--- config.mk ---
export PLATFORM = sky130hd
export DESIGN_NAME = positional_list_engine
export DESIGN_NICKNAME = d
export VERILOG_FILES = /design/src/design/ple_pkg.sv /design/src/design/positional_list_engine.sv /design/src/design/ple_mem.sv /design/src/design/ple_ctrl.sv
export SDC_FILE = /design/constraint.sdc
export NUM_CORES = 1
export LEC_CHECK = 0
export BUFFER_PORTS_ARGS = -buffer_cell sky130_fd_sc_hd__clkbuf_2
export CAP_MARGIN = 20
export CELL_PAD_IN_SITES_DETAIL_PLACEMENT = 1
export CELL_PAD_IN_SITES_GLOBAL_PLACEMENT = 2
export CORE_MARGIN = 1
export CORE_UTILIZATION = 44
export CTS_CLUSTER_SIZE = 20
export DETAILED_ROUTE_END_ITERATION = 10
export PLACE_DENSITY_LB_ADDON = 0.1
export SLEW_MARGIN = 15
export SYNTH_ARGS = -nofsm -noshare
export SYNTH_HDL_FRONTEND = slang
export SYNTH_HIERARCHICAL = 1
export SYNTH_SLANG_ARGS = --single-unit
export TNS_END_PERCENT = 30
--- constraint.sdc ---
create_clock -name clk -period 5.46 [get_ports clk]
set_input_delay 0.546 -clock clk [delete_from_list [all_inputs] [get_ports clk]]
set_output_delay 0.546 -clock clk [all_outputs]
set_load 0.005 [all_outputs]
--- src/design/ple_pkg.sv ---
// Shared types and constants for the positional list engine.
// Depends on nothing; ple_ctrl and the engine top import it.
`default_nettype none

package ple_pkg;

    // Default geometry of the element store.
    localparam int DEF_CAPACITY  = 16;
    localparam int DEF_ELEM_BITS = 32;

    // Fixed widths of the beat fields.
    localparam int TYPE_BITS   = 3;
    localparam int POS_BITS    = 5;
    localparam int VALUE_BITS  = 32;
    localparam int COUNT_BITS  = 5;
    localparam int STATUS_BITS = 2;

    typedef enum logic [TYPE_BITS-1:0] {
        REQ_GET       = 3'd0,
        REQ_SET       = 3'd1,
        REQ_INSERT    = 3'd2,
        REQ_APPEND    = 3'd3,
        REQ_PREPEND   = 3'd4,
        REQ_REMOVE_AT = 3'd5,
        REQ_REMOVE_EQ = 3'd6,
        REQ_CLEAR     = 3'd7
    } req_kind_t;

    typedef enum logic [STATUS_BITS-1:0] {
        STAT_OK      = 2'd0,
        STAT_BAD_POS = 2'd1,
        STAT_FULL    = 2'd2
    } status_t;

    typedef enum logic [5:0] {
        ST_IDLE    = 6'b000001,
        ST_DECODE  = 6'b000010,
        ST_GET     = 6'b000100,
        ST_SHIFT   = 6'b001000,
        ST_COMPACT = 6'b010000,
        ST_RESPOND = 6'b100000
    } state_t;

    // Finished result handed from the sequencer to the output register.
    typedef struct packed {
        logic [VALUE_BITS-1:0] read_value;
        logic [COUNT_BITS-1:0] element_count;
        logic                  list_empty;
        logic [COUNT_BITS-1:0] removed_count;
        status_t               status;
    } ple_result_t;

endpackage

`default_nettype wire

--- src/design/positional_list_engine.sv ---
// Positional list engine: an ordered, bounded list of signed elements kept in
// a single-port-write, single-port-read memory. A request beat is taken only
// while the block is idle. Set, clear and every rejected request answer
// straight from decode, and get answers after one read of the store. Insert,
// append and prepend first move every entry from the target on one place
// toward the rear; remove at walks the entries from the position on, and
// remove equal walks the whole list. Each entry that moves passes once
// through the store's one read port and one write port. The sequencer
// returns to idle at the edge that loads the result, so a new request can be
// taken once the result is loaded. A result beat is held in an output
// register, so a new request can be accepted while the previous result
// still waits on out_stall. The store has no reset; only entries below the
// element count are ever used.
// Depends on ple_pkg, ple_mem and ple_ctrl.
`default_nettype none

module positional_list_engine
    import ple_pkg::*;
#(
    parameter int CAPACITY  = DEF_CAPACITY,
    parameter int ELEM_BITS = DEF_ELEM_BITS
) (
    input  wire logic                          clk,
    input  wire logic                          rst_n,
    input  wire logic                          in_valid,
    output      logic                          in_stall,
    input  wire logic [TYPE_BITS-1:0]          req_type,
    input  wire logic [POS_BITS-1:0]           position,
    input  wire logic signed [VALUE_BITS-1:0]  value,
    output      logic                          out_valid,
    input  wire logic                          out_stall,
    output      logic signed [VALUE_BITS-1:0]  read_value,
    output      logic [COUNT_BITS-1:0]         element_count,
    output      logic                          list_empty,
    output      logic [COUNT_BITS-1:0]         removed_count,
    output      logic [STATUS_BITS-1:0]        status
);

    localparam int AW = $clog2(CAPACITY);

    logic                   start;
    logic                   busy;
    logic                   res_valid;
    logic                   res_take;
    ple_result_t            res;
    logic                   wr_en;
    logic [AW-1:0]          wr_addr;
    logic [ELEM_BITS-1:0]   wr_data;
    logic [AW-1:0]          rd_addr;
    logic signed [ELEM_BITS-1:0] rd_data;
    logic [ELEM_BITS-1:0]   req_value;

    logic        out_valid_reg;
    ple_result_t out_res_reg;

    // The request is accepted only while the sequencer is idle.
    assign in_stall = busy;
    assign start    = in_valid && !busy;

    // The incoming value is sign-extended or truncated to the element width.
    assign req_value = ELEM_BITS'(value);

    // The output register takes a result when it is empty or being drained.
    assign res_take = !out_valid_reg || !out_stall;

    ple_ctrl #(
        .CAPACITY  (CAPACITY),
        .ELEM_BITS (ELEM_BITS)
    ) u_ctrl (
        .clk       (clk),
        .rst_n     (rst_n),
        .start     (start),
        .req_type  (req_type),
        .req_pos   (position),
        .req_value (req_value),
        .busy      (busy),
        .res_valid (res_valid),
        .res_take  (res_take),
        .res       (res),
        .wr_en     (wr_en),
        .wr_addr   (wr_addr),
        .wr_data   (wr_data),
        .rd_addr   (rd_addr),
        .rd_data   (rd_data)
    );

    ple_mem #(
        .DEPTH (CAPACITY),
        .WIDTH (ELEM_BITS)
    ) u_mem (
        .clk     (clk),
        .wr_en   (wr_en),
        .wr_addr (wr_addr),
        .wr_data (wr_data),
        .rd_addr (rd_addr),
        .rd_data (rd_data)
    );

    always_ff @(posedge clk or negedge rst_n)
    begin
        if (!rst_n)
        begin
            out_valid_reg <= 1'b0;
        end
        else if (res_take)
        begin
            out_valid_reg <= res_valid;
        end
    end

    always_ff @(posedge clk)
    begin
        if (res_valid && res_take)
        begin
            out_res_reg <= res;
        end
    end

    assign out_valid     = out_valid_reg;
    assign read_value    = out_res_reg.read_value;
    assign element_count = out_res_reg.element_count;
    assign list_empty    = out_res_reg.list_empty;
    assign removed_count = out_res_reg.removed_count;
    assign status        = out_res_reg.status;

    // An accepted request keeps the block busy on the following cycle.
    assert property (@(posedge clk) disable iff (!rst_n)
        in_valid && !in_stall |=> in_stall)
    else $error("request accepted without the sequencer going busy");

    // A result handed to the output register shows up as a valid beat.
    assert property (@(posedge clk) disable iff (!rst_n)
        res_valid && res_take |=> out_valid)
    else $error("finished result was lost before the output register");

    // A rejected request never removes anything.
    assert property (@(posedge clk) disable iff (!rst_n)
        out_valid && status != STAT_OK |-> removed_count == '0)
    else $error("rejected request reports removed elements");

    // The shift and compaction walks never write while idle or responding.
    assert property (@(posedge clk) disable iff (!rst_n)
        !busy || res_valid |-> !wr_en)
    else $error("store written outside of a request");

endmodule

`default_nettype wire

--- src/design/ple_mem.sv ---
// Element store: one write port and one read port with registered read data.
// Depends on nothing but its parameters.
`default_nettype none

module ple_mem #(
    parameter int DEPTH = 16,
    parameter int WIDTH = 32
) (
    input  wire logic                       clk,
    input  wire logic                       wr_en,
    input  wire logic [$clog2(DEPTH)-1:0]   wr_addr,
    input  wire logic [WIDTH-1:0]           wr_data,
    input  wire logic [$clog2(DEPTH)-1:0]   rd_addr,
    output      logic signed [WIDTH-1:0]    rd_data
);

    logic [WIDTH-1:0] mem [DEPTH];

    always_ff @(posedge clk)
    begin
        if (wr_en)
        begin
            mem[wr_addr] <= wr_data;
        end
    end

    always_ff @(posedge clk)
    begin
        rd_data <= mem[rd_addr];
    end

endmodule

`default_nettype wire

--- src/design/ple_ctrl.sv ---
// Sequencer of the positional list engine: decodes a request and walks the
// store one entry per cycle for shifts and compaction. Uses ple_pkg.
`default_nettype none

module ple_ctrl
    import ple_pkg::*;
#(
    parameter int CAPACITY  = DEF_CAPACITY,
    parameter int ELEM_BITS = DEF_ELEM_BITS
) (
    input  wire logic                         clk,
    input  wire logic                         rst_n,
    input  wire logic                         start,
    input  wire logic [TYPE_BITS-1:0]         req_type,
    input  wire logic [POS_BITS-1:0]          req_pos,
    input  wire logic [ELEM_BITS-1:0]         req_value,
    output      logic                         busy,
    output      logic                         res_valid,
    input  wire logic                         res_take,
    output      ple_result_t                  res,
    output      logic                         wr_en,
    output      logic [$clog2(CAPACITY)-1:0]  wr_addr,
    output      logic [ELEM_BITS-1:0]         wr_data,
    output      logic [$clog2(CAPACITY)-1:0]  rd_addr,
    input  wire logic signed [ELEM_BITS-1:0]  rd_data
);

    localparam int AW = $clog2(CAPACITY);
    localparam int CW = $clog2(CAPACITY + 1);
    localparam int XW = (CW > POS_BITS) ? CW : POS_BITS;
    localparam logic [CW-1:0] ONE  = CW'(1);
    localparam logic [CW-1:0] FULL = CW'(CAPACITY);

    state_t                state_reg, state_next;
    logic [CW-1:0]         count_reg, count_next;
    logic                  pend_reg, pend_next;
    req_kind_t             kind_reg, kind_next;
    logic [POS_BITS-1:0]   pos_reg, pos_next;
    logic [ELEM_BITS-1:0]  val_reg, val_next;
    logic [CW-1:0]         cur_reg, cur_next;
    logic [CW-1:0]         dst_reg, dst_next;
    logic [CW-1:0]         tgt_reg, tgt_next;
    logic [CW-1:0]         pend_idx_reg, pend_idx_next;
    logic [VALUE_BITS-1:0] read_reg, read_next;
    status_t               status_reg, status_next;
    logic [CW-1:0]         removed_reg, removed_next;

    logic pos_lt;
    logic pos_le;
    logic drop;

    assign pos_lt = XW'(pos_reg) <  XW'(count_reg);
    assign pos_le = XW'(pos_reg) <= XW'(count_reg);

    always_comb
    begin
        state_next    = state_reg;
        count_next    = count_reg;
        pend_next     = pend_reg;
        kind_next     = kind_reg;
        pos_next      = pos_reg;
        val_next      = val_reg;
        cur_next      = cur_reg;
        dst_next      = dst_reg;
        tgt_next      = tgt_reg;
        pend_idx_next = pend_idx_reg;
        read_next     = read_reg;
        status_next   = status_reg;
        removed_next  = removed_reg;
        wr_en         = 1'b0;
        wr_addr       = pend_idx_reg[AW-1:0];
        wr_data       = rd_data;
        rd_addr       = cur_reg[AW-1:0];
        drop          = 1'b0;

        case (state_reg)
            ST_IDLE:
            begin
                if (start)
                begin
                    kind_next  = req_kind_t'(req_type);
                    pos_next   = req_pos;
                    val_next   = req_value;
                    state_next = ST_DECODE;
                end
            end

            ST_DECODE:
            begin
                read_next    = '0;
                status_next  = STAT_OK;
                removed_next = '0;
                rd_addr      = AW'(pos_reg);
                state_next   = ST_RESPOND;
                case (kind_reg)
                    REQ_GET:
                    begin
                        if (!pos_lt)
                        begin
                            status_next = STAT_BAD_POS;
                        end
                        else
                        begin
                            state_next = ST_GET;
                        end
                    end
                    REQ_SET:
                    begin
                        if (!pos_lt)
                        begin
                            status_next = STAT_BAD_POS;
                        end
                        else
                        begin
                            wr_en   = 1'b1;
                            wr_addr = AW'(pos_reg);
                            wr_data = val_reg;
                        end
                    end
                    REQ_INSERT, REQ_APPEND, REQ_PREPEND:
                    begin
                        if (kind_reg == REQ_INSERT && !pos_le)
                        begin
                            status_next = STAT_BAD_POS;
                        end
                        else if (count_reg == FULL)
                        begin
                            status_next = STAT_FULL;
                        end
                        else
                        begin
                            cur_next  = count_reg;
                            pend_next = 1'b0;
                            if (kind_reg == REQ_INSERT)
                            begin
                                tgt_next = CW'(pos_reg);
                            end
                            else if (kind_reg == REQ_APPEND)
                            begin
                                tgt_next = count_reg;
                            end
                            else
                            begin
                                tgt_next = '0;
                            end
                            state_next = ST_SHIFT;
                        end
                    end
                    REQ_REMOVE_AT:
                    begin
                        if (!pos_lt)
                        begin
                            status_next = STAT_BAD_POS;
                        end
                        else
                        begin
                            cur_next   = CW'(pos_reg);
                            dst_next   = CW'(pos_reg);
                            pend_next  = 1'b0;
                            state_next = ST_COMPACT;
                        end
                    end
                    REQ_REMOVE_EQ:
                    begin
                        cur_next   = '0;
                        dst_next   = '0;
                        pend_next  = 1'b0;
                        state_next = ST_COMPACT;
                    end
                    default:
                    begin
                        removed_next = count_reg;
                        count_next   = '0;
                    end
                endcase
            end

            ST_GET:
            begin
                read_next  = VALUE_BITS'(rd_data);
                state_next = ST_RESPOND;
            end

            ST_SHIFT:
            begin
                // The write port either lands the entry read last cycle one
                // place toward the rear, or finally drops the new element in.
                if (pend_reg)
                begin
                    wr_en   = 1'b1;
                    wr_addr = pend_idx_reg[AW-1:0];
                    wr_data = rd_data;
                end
                else if (cur_reg == tgt_reg)
                begin
                    wr_en      = 1'b1;
                    wr_addr    = tgt_reg[AW-1:0];
                    wr_data    = val_reg;
                    count_next = count_reg + ONE;
                    state_next = ST_RESPOND;
                end
                if (cur_reg > tgt_reg)
                begin
                    rd_addr       = AW'(cur_reg - ONE);
                    pend_next     = 1'b1;
                    pend_idx_next = cur_reg;
                    cur_next      = cur_reg - ONE;
                end
                else
                begin
                    pend_next = 1'b0;
                end
            end

            ST_COMPACT:
            begin
                // Read at the source cursor; in the cycle after, keep the entry by writing
                // it at the destination cursor, or drop it.
                if (pend_reg)
                begin
                    if (kind_reg == REQ_REMOVE_AT)
                    begin
                        drop = XW'(pend_idx_reg) == XW'(pos_reg);
                    end
                    else
                    begin
                        drop = rd_data == val_reg;
                    end
                    if (!drop)
                    begin
                        wr_en    = 1'b1;
                        wr_addr  = dst_reg[AW-1:0];
                        wr_data  = rd_data;
                        dst_next = dst_reg + ONE;
                    end
                end
                if (cur_reg < count_reg)
                begin
                    rd_addr       = cur_reg[AW-1:0];
                    pend_next     = 1'b1;
                    pend_idx_next = cur_reg;
                    cur_next      = cur_reg + ONE;
                end
                else
                begin
                    pend_next = 1'b0;
                    if (!pend_reg)
                    begin
                        removed_next = count_reg - dst_reg;
                        count_next   = dst_reg;
                        state_next   = ST_RESPOND;
                    end
                end
            end

            ST_RESPOND:
            begin
                if (res_take)
                begin
                    state_next = ST_IDLE;
                end
            end

            default:
            begin
                state_next = ST_IDLE;
            end
        endcase
    end

    always_ff @(posedge clk or negedge rst_n)
    begin
        if (!rst_n)
        begin
            state_reg <= ST_IDLE;
            count_reg <= '0;
            pend_reg  <= 1'b0;
        end
        else
        begin
            state_reg <= state_next;
            count_reg <= count_next;
            pend_reg  <= pend_next;
        end
    end

    always_ff @(posedge clk)
    begin
        kind_reg     <= kind_next;
        pos_reg      <= pos_next;
        val_reg      <= val_next;
        cur_reg      <= cur_next;
        dst_reg      <= dst_next;
        tgt_reg      <= tgt_next;
        pend_idx_reg <= pend_idx_next;
        read_reg     <= read_next;
        status_reg   <= status_next;
        removed_reg  <= removed_next;
    end

    assign busy      = state_reg != ST_IDLE;
    assign res_valid = state_reg == ST_RESPOND;

    assign res.read_value    = read_reg;
    assign res.element_count = COUNT_BITS'(count_reg);
    assign res.list_empty    = count_reg == '0;
    assign res.removed_count = COUNT_BITS'(removed_reg);
    assign res.status        = status_reg;

endmodule

`default_nettype wire
==> flow_summary_export.csv <==
group,metric,value,unit
die,die_height,252,µm
yosys,ys_ff_latch,701,
detailed_routing,dr.pass1.iters,5,
worst_setup_path,path_class,"reg2reg",
power_and_ir_drop,vdd_drop_max,0.000295,V
power_and_ir_drop,total_power,16.6,mW
cells_and_area,final_core_util,51.6,%
yosys,yosysWarnings,6,
yosys,synth_top_family_by_area,"multiplexers",
sta,hold_viol_final,0,
worst_setup_path,cp-end-kind,"register",
sta,fin_setup_tns,0,ns
die,dieWidth,252,µm
yosys,synth_ff_type,"edfxtp_1",
place,gp_congestion,0.808,
cells_and_area,final_common_cell,"edfxtp_1",
detailed_routing,ant_nets,0,
cells_and_area,final_cell_mix,"edfxtp_1, mux4_2, clkbuf_2",
global_route,grt_pass1_vias,14714,
sta,rsz0062_at_grt,"false",
job,max_cap_violations,0,
global_route,track_usage,22.6,%
sta,tightest_slew,0.963,ns
die,dieArea,0.0635,mm²
detailed_routing,viasPerCell,5.67,
yosys,avgSynthCellArea,19.5,µm²
sta,finClkSkew,0.0196,ns
detailed_routing,wirelength,70100,µm
global_route,grt_overflow,0,
yosys,synth_fa_ha_area_share,1.12,%
worst_setup_path,rrSetupSlack,1.00,ns
clocking,cts-htree-levels,3,
power_and_ir_drop,leakagePower,10.7,nW
clocking,cts.sinks,701,
sta,drv_slew,0,
sta,whs,0.102,ns
yosys,syn-num-nets,1475,
worst_setup_path,worstPathMaxFanout,16,
global_route,antenna_found_initial,1,
cells_and_area,largest_register,"u_mem/mem",
clocking,cts.clk_slew.worst_paths,0.06,ns
yosys,synth_edf_count,656,
place,io_buffers,90,
yosys,async_flop_share,1.85,%
sta,finalCriticalPeriod,4.46,ns
global_route,grt_pass1_wl,102000,µm
worst_setup_path,crit_arrival,4.75,ns
worst_setup_path,crit_required,5.75,ns
yosys,synthXorXnorAreaFrac,1.43,%
detailed_routing,drt_iter0_markers,1026,
sta,setup_viol,0,
worst_hold_path,hold_class,"in2reg",
detailed_routing,post_drt_wl_per_cell,28.6,µm
worst_setup_path,cp-start-kind,"register",
yosys,synth-seq-area-share,75.1,%
cells_and_area,n_antenna_cell,0,
status,status,"finished, final reports clean",
yosys,synth_compound_area_share,4.29,%
cells_and_area,layout-drive-gt1-share,27.7,%
die,design.core.area,0.0617,mm²
place,hpwl,43700,µm
sta,timing.final.crit_share,81.6,%
detailed_routing,route.vias.total,13908,
yosys,mappedNetlistArea,0.0275,mm²
die,num_io_pins,91,
yosys,synth_mux_area_share,12.4,%
clocking,cts_root_buffer,"clkbuf_16",
sta,max_slew_margin,35.8,%
clocking,cts.path.max_buffers,3,
clocking,numCtsBuffers,75,
clocking,clk_latency,0.62,ns
yosys,synth_cell_types,67,
cells_and_area,areaGrowthSynthToFinish,15.8,%
clocking,tritoncts,"done",
worst_setup_path,worstRegToRegCells,11,
detailed_routing,route.detailed.drc,0,
cells_and_area,largest_reg_flops,512,
worst_hold_path,hold_depth,1,
die,row_count,91,
global_route,grt_max_degree,44,
yosys,netlist_instances,1407,
yosys,synth-simple-area-share,4.10,%
cells_and_area,layout.nets,1622,
die,start_util,44.6,%
sta,max_freq,0.224,GHz
power_and_ir_drop,powerDensity,522,mW/mm²
==> metrics by stage <==
stage | worst slack (ns) | cells | instance area [µm²]
after floorplan | 0.208 | 1407 | 27500
after global placement | 1.22 | 2311 | 29300
after detailed placement | 1.10 | 2312 | 29400
after CTS | 1.06 | 2452 | 31800
after global routing | 0.776 | 2453 | 31900
final | 1.00 | 2453 | 31900
==> final timing paths <==
kind	startpoint	end
setup reg to reg	u_ctrl/count_reg[2]	u_mem/mem[9][1]
max in group asynchronous	rst_n	u_ctrl/state_reg[0]
hold reg to reg	u_ctrl/read_reg[11]	read_value[11]
setup / recovery	u_ctrl/count_reg[2]	u_mem/mem[9][1]
min in group asynchronous	rst_n	u_ctrl/count_reg[2]
hold / removal	value[13]	u_ctrl/val_reg[13]
==> cells in the mapped netlist, types with 26 or more instances <==
| master | instances | share of area, % |
|---|---|---|
| dfxtp_1 | 32 | 2.3 |
| mux4_2 | 128 | 10 |
| a22oi_1 | 71 | 1.9 |
| xnor2_1 | 30 | 0.96 |
| nand3_1 | 26 | 0.47 |
| nor2_1 | 35 | 0.48 |
| nand2_1 | 59 | 0.81 |
| clkbuf_1 | 33 | 0.45 |
| and2_1 | 33 | 0.75 |
| mux2_4 | 30 | 1.6 |
| inv_1 | 26 | 0.35 |
| o21ai_0 | 26 | 0.47 |
| edfxtp_1 | 656 | 72 |
==> routing by layer <==
layer | vias up | track usage (%) | wire (µm)
met1 | 7467 | 31.8 | 31500
met3 | 99 | 3.95 | 3100
li1 | 6008 | - | -
met5 | - | 0 | 0
met2 | 334 | 36.6 | 34000
met4 | 0 | 5.73 | 1480
==> cell families after synthesis <==
kind of cell | Yosys count
buffers and inverters | 93
muxes | 165
xor gates and xnor gates | 45
and+or+nand+nor | 215
DFF | 701
AOI/OAI and AO/OA | 164
adders and majority gates | 24
==> final cells by class <==
cell class                 instances  area, µm²
sequential                       701      20700
multi-input combinational        613       6610
tap                              837       1050
clock buffer                      94       2040
timing repair buffer             136        968
inverter                          27        101
clock inverter                    45        427
fill                            5589      29900
==> critical path: stages (launching register included) <==
cell and delay, ns:
dfrtp_1 0.58, inv_1 0.16, ha_1 0.31, and3_1 0.20
a221oi_2 0.50, nand2_2 0.20, nor3_1 0.18, o221ai_1 0.24
a221o_1 0.52, nand2b_1 0.41, nor2_4 0.46, buf_4 0.36
==> timing repair <==
action                    CTS  global route
hold buffers                1             0
hold endpoints to repair   12             0
gates resized for setup     0             0
buffers inserted            0             0
==> where the power goes <==
part           internal (mW)  switching, mW
Sequential              6.84          0.325
Clock                   2.99           2.10
Combinational           1.72           2.65
Power figures use the tool's default switching activity.
